`config.mk`:
```
export PLATFORM = sky130hd
export DESIGN_NAME = prefix_length_refcount_tracker_core
export DESIGN_NICKNAME = d
export VERILOG_FILES = /design/src/rtl/core/plrt_pkg.sv /design/src/rtl/core/prefix_length_refcount_tracker_core.sv
export SDC_FILE = /design/constraint.sdc
export NUM_CORES = 2
export LEC_CHECK = 0
export BUFFER_PORTS_ARGS = -buffer_cell sky130_fd_sc_hd__buf_2
export CORE_ASPECT_RATIO = 1.2
export CORE_MARGIN = 2
export CORE_UTILIZATION = 47
export CTS_CLUSTER_SIZE = 28
export DETAILED_ROUTE_END_ITERATION = 16
export GPL_TIMING_DRIVEN = 0
export PLACE_DENSITY = 0.63
export SLEW_MARGIN = 20
export SYNTH_ARGS = -nofsm -noshare
export SYNTH_HDL_FRONTEND = slang
export SYNTH_SLANG_ARGS = --single-unit
```
`constraint.sdc`:
```
create_clock -name clk -period 9.3 [get_ports clk]
set_clock_uncertainty 0.15 [all_clocks]
set_input_delay 1.86 -clock clk [delete_from_list [all_inputs] [get_ports clk]]
set_output_delay 1.86 -clock clk [all_outputs]
set_load 0.02 [all_outputs]
```
`src/rtl/core/plrt_pkg.sv`:
```
package plrt_pkg;

	localparam int NUM_LENGTHS = 129;
	localparam int COUNT_BITS  = 16;

	// index into the per-length stores, and a width that can hold the list length
	localparam int LEN_W   = $clog2(NUM_LENGTHS);
	localparam int TOTAL_W = $clog2(NUM_LENGTHS + 1);

	localparam logic [COUNT_BITS-1:0] COUNT_MAX = {COUNT_BITS{1'b1}};

	localparam logic [1:0] CMD_ADD  = 2'd0;
	localparam logic [1:0] CMD_DEL  = 2'd1;
	localparam logic [1:0] CMD_READ = 2'd2;

	localparam logic [2:0] STAT_OK        = 3'd0;
	localparam logic [2:0] STAT_NEG       = 3'd1;
	localparam logic [2:0] STAT_RANGE     = 3'd2;
	localparam logic [2:0] STAT_UNDERFLOW = 3'd3;
	localparam logic [2:0] STAT_SATURATED = 3'd4;
	localparam logic [2:0] STAT_INDEX     = 3'd5;

endpackage

```
`src/rtl/core/prefix_length_refcount_tracker_core.sv`:
```
// Sequence: capture, lookup, execute, then respond; a command that moves a count
//   between zero and nonzero runs a list rebuild scan before respond.
// A new command is taken only after the last result is accepted; the rebuild
//   scan reads one nonzero flag per cycle and writes an entry for each set flag.
// Reset (arst_n low, asynchronous): all counts read as zero, list empty,
//   generation zero, block idle and ready. No clearing pass is needed.
module prefix_length_refcount_tracker_core (
	input  logic              clk,
	input  logic              arst_n,
	input  logic              in_valid,
	output logic              in_ready,
	input  logic [1:0]        cmd,
	input  logic signed [8:0] prefix_len,
	input  logic [7:0]        list_index,
	output logic              out_valid,
	input  logic              out_ready,
	output logic [2:0]        status,
	output logic [31:0]       generation,
	output logic [7:0]        active_count,
	output logic [7:0]        list_entry
);
	import plrt_pkg::*;

	// One-hot sequencer: capture, read the stores, execute, optional scan, respond.
	typedef enum logic [4:0] {
		S_IDLE   = 5'b00001,
		S_LOOKUP = 5'b00010,
		S_EXEC   = 5'b00100,
		S_SCAN   = 5'b01000,
		S_RESP   = 5'b10000
	} state_t;

	state_t state_q;

	// Captured command fields
	logic [1:0]        cmd_q;
	logic [8:0]        plen_q;
	logic [7:0]        idx_q;

	// Reference count memory; nz_q doubles as the per-entry valid bit, so an
	// entry whose flag is clear reads as zero whatever the memory holds.
	logic [COUNT_BITS-1:0] cnt_mem [NUM_LENGTHS];
	logic [COUNT_BITS-1:0] cnt_rd_q;
	logic [NUM_LENGTHS-1:0] nz_q;

	// Descending list of active lengths; only positions below total_q are read.
	logic [LEN_W-1:0] al_mem [NUM_LENGTHS];
	logic [LEN_W-1:0] al_rd_q;

	logic [TOTAL_W-1:0] total_q;
	logic [31:0]        gen_q;

	// Rebuild scan: length pointer walks down, fill pointer walks up.
	logic [LEN_W-1:0]   scan_q;
	logic [TOTAL_W-1:0] fill_q;
	logic [TOTAL_W-1:0] fill_nxt;

	logic [2:0] status_q;
	logic [7:0] entry_q;

	// Execute-stage decode
	logic                  plen_neg;
	logic                  plen_big;
	logic                  plen_ok;
	logic [LEN_W-1:0]      addr;
	logic                  read_hit;
	logic [COUNT_BITS-1:0] count_cur;
	logic [COUNT_BITS-1:0] count_nxt;
	logic [2:0]            exec_status;
	logic                  exec_upd;
	logic                  exec_rebuild;

	assign plen_neg = plen_q[8];
	assign plen_big = {1'b0, plen_q[7:0]} >= 9'(NUM_LENGTHS);
	assign plen_ok  = !plen_neg && !plen_big;
	assign addr     = plen_q[LEN_W-1:0];
	assign read_hit = idx_q < 8'(total_q);

	assign count_cur = nz_q[addr] ? cnt_rd_q : '0;
	assign fill_nxt  = fill_q + TOTAL_W'(nz_q[scan_q]);

	// Increment or decrement of the selected count, with the status checks around it.
	always_comb begin
		exec_status  = STAT_OK;
		exec_upd     = 1'b0;
		exec_rebuild = 1'b0;
		count_nxt    = count_cur;
		case (cmd_q)
			CMD_ADD: begin
				if (plen_neg) begin
					exec_status = STAT_NEG;
				end else if (plen_big) begin
					exec_status = STAT_RANGE;
				end else if (count_cur == COUNT_MAX) begin
					exec_status = STAT_SATURATED;
				end else begin
					exec_upd     = 1'b1;
					count_nxt    = count_cur + 1'b1;
					exec_rebuild = (count_cur == '0);
				end
			end
			CMD_DEL: begin
				if (plen_neg) begin
					exec_status = STAT_NEG;
				end else if (plen_big) begin
					exec_status = STAT_RANGE;
				end else if (count_cur == '0) begin
					exec_status = STAT_UNDERFLOW;
				end else begin
					exec_upd     = 1'b1;
					count_nxt    = count_cur - 1'b1;
					exec_rebuild = (count_cur == COUNT_BITS'(1));
				end
			end
			CMD_READ: begin
				if (!read_hit) begin
					exec_status = STAT_INDEX;
				end
			end
			default: begin
			end
		endcase
	end

	// Sequencer and control state
	always_ff @(posedge clk or negedge arst_n) begin
		if (!arst_n) begin
			state_q <= S_IDLE;
			nz_q    <= '0;
			total_q <= '0;
			gen_q   <= '0;
			scan_q  <= '0;
			fill_q  <= '0;
		end else begin
			unique case (state_q)
				S_IDLE: begin
					if (in_valid) begin
						state_q <= S_LOOKUP;
					end
				end
				S_LOOKUP: begin
					state_q <= S_EXEC;
				end
				S_EXEC: begin
					if (exec_upd) begin
						gen_q      <= gen_q + 32'd1;
						nz_q[addr] <= (count_nxt != '0);
					end
					if (exec_rebuild) begin
						scan_q  <= LEN_W'(NUM_LENGTHS - 1);
						fill_q  <= '0;
						state_q <= S_SCAN;
					end else begin
						state_q <= S_RESP;
					end
				end
				S_SCAN: begin
					fill_q <= fill_nxt;
					scan_q <= scan_q - 1'b1;
					if (scan_q == '0) begin
						total_q <= fill_nxt;
						state_q <= S_RESP;
					end
				end
				S_RESP: begin
					if (out_ready) begin
						state_q <= S_IDLE;
					end
				end
				default: begin
					state_q <= S_IDLE;
				end
			endcase
		end
	end

	// Payload registers: capture on the input transfer, result at execute
	always_ff @(posedge clk) begin
		if (in_valid && in_ready) begin
			cmd_q  <= cmd;
			plen_q <= prefix_len;
			idx_q  <= list_index;
		end
		if (state_q == S_EXEC) begin
			status_q <= exec_status;
			entry_q  <= (cmd_q == CMD_READ && read_hit) ? 8'(al_rd_q) : 8'd0;
		end
	end

	// Count memory: read in lookup, write back in execute
	always_ff @(posedge clk) begin
		if (state_q == S_LOOKUP && plen_ok) begin
			cnt_rd_q <= cnt_mem[addr];
		end
		if (state_q == S_EXEC && exec_upd) begin
			cnt_mem[addr] <= count_nxt;
		end
	end

	// List memory: read in lookup, fill during the scan
	always_ff @(posedge clk) begin
		if (state_q == S_LOOKUP && cmd_q == CMD_READ && read_hit) begin
			al_rd_q <= al_mem[idx_q[LEN_W-1:0]];
		end
		if (state_q == S_SCAN && nz_q[scan_q]) begin
			al_mem[fill_q[LEN_W-1:0]] <= scan_q;
		end
	end

	assign in_ready     = (state_q == S_IDLE);
	assign out_valid    = (state_q == S_RESP);
	assign status       = status_q;
	assign generation   = gen_q;
	assign active_count = 8'(total_q);
	assign list_entry   = entry_q;

	// Never take a new command while a result is on offer.
	assert property (@(posedge clk) disable iff (!arst_n) !(in_ready && out_valid))
		else $error("input accepted while a result is pending");

	// The list can never hold more lengths than exist.
	assert property (@(posedge clk) disable iff (!arst_n)
		active_count <= 8'(NUM_LENGTHS))
		else $error("active count beyond number of lengths");

	// Generation moves by exactly one per successful update.
	assert property (@(posedge clk) disable iff (!arst_n)
		(generation != $past(generation)) |-> (generation == $past(generation) + 32'd1))
		else $error("generation jumped");

	// A nonzero list entry is only returned by a successful read.
	assert property (@(posedge clk) disable iff (!arst_n)
		(out_valid && list_entry != 8'd0) |-> (status == STAT_OK))
		else $error("list entry returned with error status");

endmodule

```
==> flow_summary.toml <==
[timing]
max_slew_margin_pct = 16.3
period_share_pct = 97.5
finalMaxSlewViolations = 0
finalCriticalPeriod_ps = 9060
final.setup.tns_ps = 0
hold_viol = 0
setup_slack_ps = 237
finalSetupViolations = 0
worst_pin_slew_ps = 1250
fmax_ghz = 0.110

[power]
finalPower_mw = 38.0
p_per_area_mw_per_mm2 = 248
leakage_nw = 51.1
peakVddDrop_v = 0.000246

[die]
die_area_mm2 = 0.289
die_w_um = 491
core_mm2 = 0.283
num_rows = 214
die_h_um = 588
initial_utilization_pct = 47.2
io_pins = 76

[synth]
yosys_warnings = 0
synth_ff_type = "edfxtp_1"
synth_area_per_cell_um2 = 20.5
synth_top_area_share_pct = 70.8
ys_types = 83
yosysSeqAreaShare_pct = 74.3
synth-edff-count = 3150
synth.net_count = 6541
synth_cells = 6503
synth_seq_cells = 3340
syn_area_mm2 = 0.134
yosys-top-cells-area = "edfxtp_1, mux4_2, dfrtp_1"
async_flop_share_pct = 5.69
yosysTopAreaCell = "edfxtp_1"

[clock_network]
clockRootBuffer = "clkbuf_16"
clkTransAtPathRegs_ps = 60
cts.sinks = 3340
cts_buffer_depth = 4
cts_max_level = 5
cts_tree = "done"
cts_made_buffers = 337
postCtsHoldBufs = 0
clk_latency_ps = 930

[placement]
pre_cts_slack_ps = -64.4
io_buffers = 75
place_congestion = 1.02
post-dp-hpwl_um = 282000

[final_layout]
layout_commonest_cell = "edfxtp_1"
drive_above_1_share_pct = 29.1
layout_common_cells = "edfxtp_1, mux4_2, nor2_1"
area_growth_pct = 14.8
fin_nets = 7132

[route]
ant_nets = 0
drc = 0
wirelength_um = 409000
drtIter0Drc = 8050
num_vias = 69700
viasPerCell = 6.24
first_pass_iters = 6
wl_per_cell_um = 36.6

[worst_setup_path]
critPathMaxStageDelay_ps = 730
cp.arrival_ps = 9400
worstPathCellList = "clkbuf_1 -> nand2b_1 -> a21oi_1 -> o41ai_4 -> nand2_1 -> o21ai_1 -> buf_2 -> buf_2 -> and2_1 -> inv_1 -> ha_1 -> clkbuf_1 -> o21ai_1 -> nand2_1 -> o31a_1 -> buf_2 -> a21oi_2 -> buf_2 -> nand3_1 -> clkbuf_2 -> nor2_4"
crit_required_ps = 9630
critPathBufInv = 8
critPathKind = "flop to flop"
crit_top_cell = "buf_2"
crit_slowest_cell = "nor2_4"
cp-end-kind = "flop"
critPathLaunchType = "flop"
critPathMaxFanout = 17
cp_top_family = "simple AND/OR/NAND/NOR gates"

[global_route]
antenna_found_initial = 12
grt_overflow = 0
grt_max_degree = 82
grt_pass1_vias = 70800
grt_pass1_wl_um = 564000
grt_usage_pct = 28.2

[worst_hold_path]
hp-class = "flop to flop"

[job]
cap_violations = 0

[run_status]
status = "complete, no violations"
[kinds of logic after synthesis]
logic type               Yosys count  synth area share (%)
multiplexers                    1132                  18.1
AND/OR/NAND/NOR                 1186                  4.19
adder cells (fa/ha/maj)           15                 0.140
buffers and inverters            441                  1.37
XOR/XNOR                          43                 0.282
AO/OA/AOI/OAI                    346                  1.62
flip-flops                      3340                  74.3
[sequential cells by signal, indices dropped and copies added, names as in the netlist, 3 cells and up]
| signal | flops |
|---|---|
| al_rd_q | 8 |
| list_entry | 8 |
| cnt_rd_q | 16 |
| generation | 32 |
| plen_q | 9 |
| idx_q | 8 |
| al_mem | 1032 |
| status | 3 |
| cnt_mem | 2064 |
| fill_q | 8 |
| nz_q | 129 |
| scan_q | 8 |
| state_q | 5 |
| active_count | 8 |
[repair_timing]
action,4_1_cts,5_1_grt
endpoints found under the setup margin,218,195
buffers inserted,6,14
resized for setup,1,0
pin swaps,3,9
[where the power goes]
| part | internal [mW] | leakage [nW] | switching, mW |
|---|---|---|---|
| clock | 7.78 | 5.35 | 5.80 |
| sequential | 17.2 | 33.3 | 0.121 |
| combinational | 2.40 | 12.5 | 4.68 |
[cells in the mapped netlist, types with 8 or more instances]
master	number
edfxtp_1	3150
nor3_2	11
mux2i_1	104
buf_1	81
nand4_1	30
nand2_1	135
nor2_1	498
o21ai_0	50
nand3_1	178
ha_1	15
clkbuf_1	232
a22oi_1	33
a21oi_1	165
buf_2	80
and2_1	66
nor2b_1	28
buf_4	11
and3_1	33
mux4_2	1022
inv_1	29
xnor2_1	37
nor3_1	138
o211ai_1	13
nand2b_1	14
and4_1	8
dfrtp_1	189
[layout make-up]
cell class / count / area [um^2]
antenna: 12 / 30.0
buffer: 410 / 1850
clock buffer: 424 / 9040
clock inverter: 185 / 1880
fill: 21600 / 130000
inverter: 31 / 121
multi-input combinational: 2722 / 33200
sequential: 3340 / 99400
tap: 3780 / 4730
timing repair buffer: 252 / 3200
[metrics by stage]
step	instance area, um^2	utilization [%]	hold WS [ps]	cells
6_report	153000	54.2	321	11200
5_1_grt	153000	54.2	357	11100
4_1_cts	153000	54.1	325	11100
3_5_place_dp	142000	50.2	311	10500
3_3_place_gp	139000	49.0	312	10400
2_1_floorplan	134000	-	346	6503
[layer usage]
metal	routed length, um	vias to the layer above	GRT usage, %
met4	31500	6	18.2
met5	41	-	0
met2	203000	3266	46.8
met3	28100	934	5.08
met1	146000	37300	34.4
li1	-	28200	-
[final timing paths]
| check | startpoint | cells past startpoint | to | slack [ps] |
|---|---|---|---|---|
| max | plen_q[2]$_DFFE_PP_ | 21 | cnt_mem[85][6]$_DFFE_PP_ | 240 |
| min | generation[31]$_DFFE_PN0P_ | 1 | generation[31]$_DFFE_PN0P_ | 320 |
| max reg2reg | plen_q[2]$_DFFE_PP_ | 21 | cnt_mem[85][6]$_DFFE_PP_ | 240 |
| min reg2reg | generation[31]$_DFFE_PN0P_ | 1 | generation[31]$_DFFE_PN0P_ | 320 |
| max in group asynchronous | arst_n | 3 | nz_q[5]$_DFFE_PN0P_ | 7070 |
| min in group asynchronous | arst_n | 1 | generation[31]$_DFFE_PN0P_ | 740 |
No activity file was read; power rests on OpenSTA's default activity.
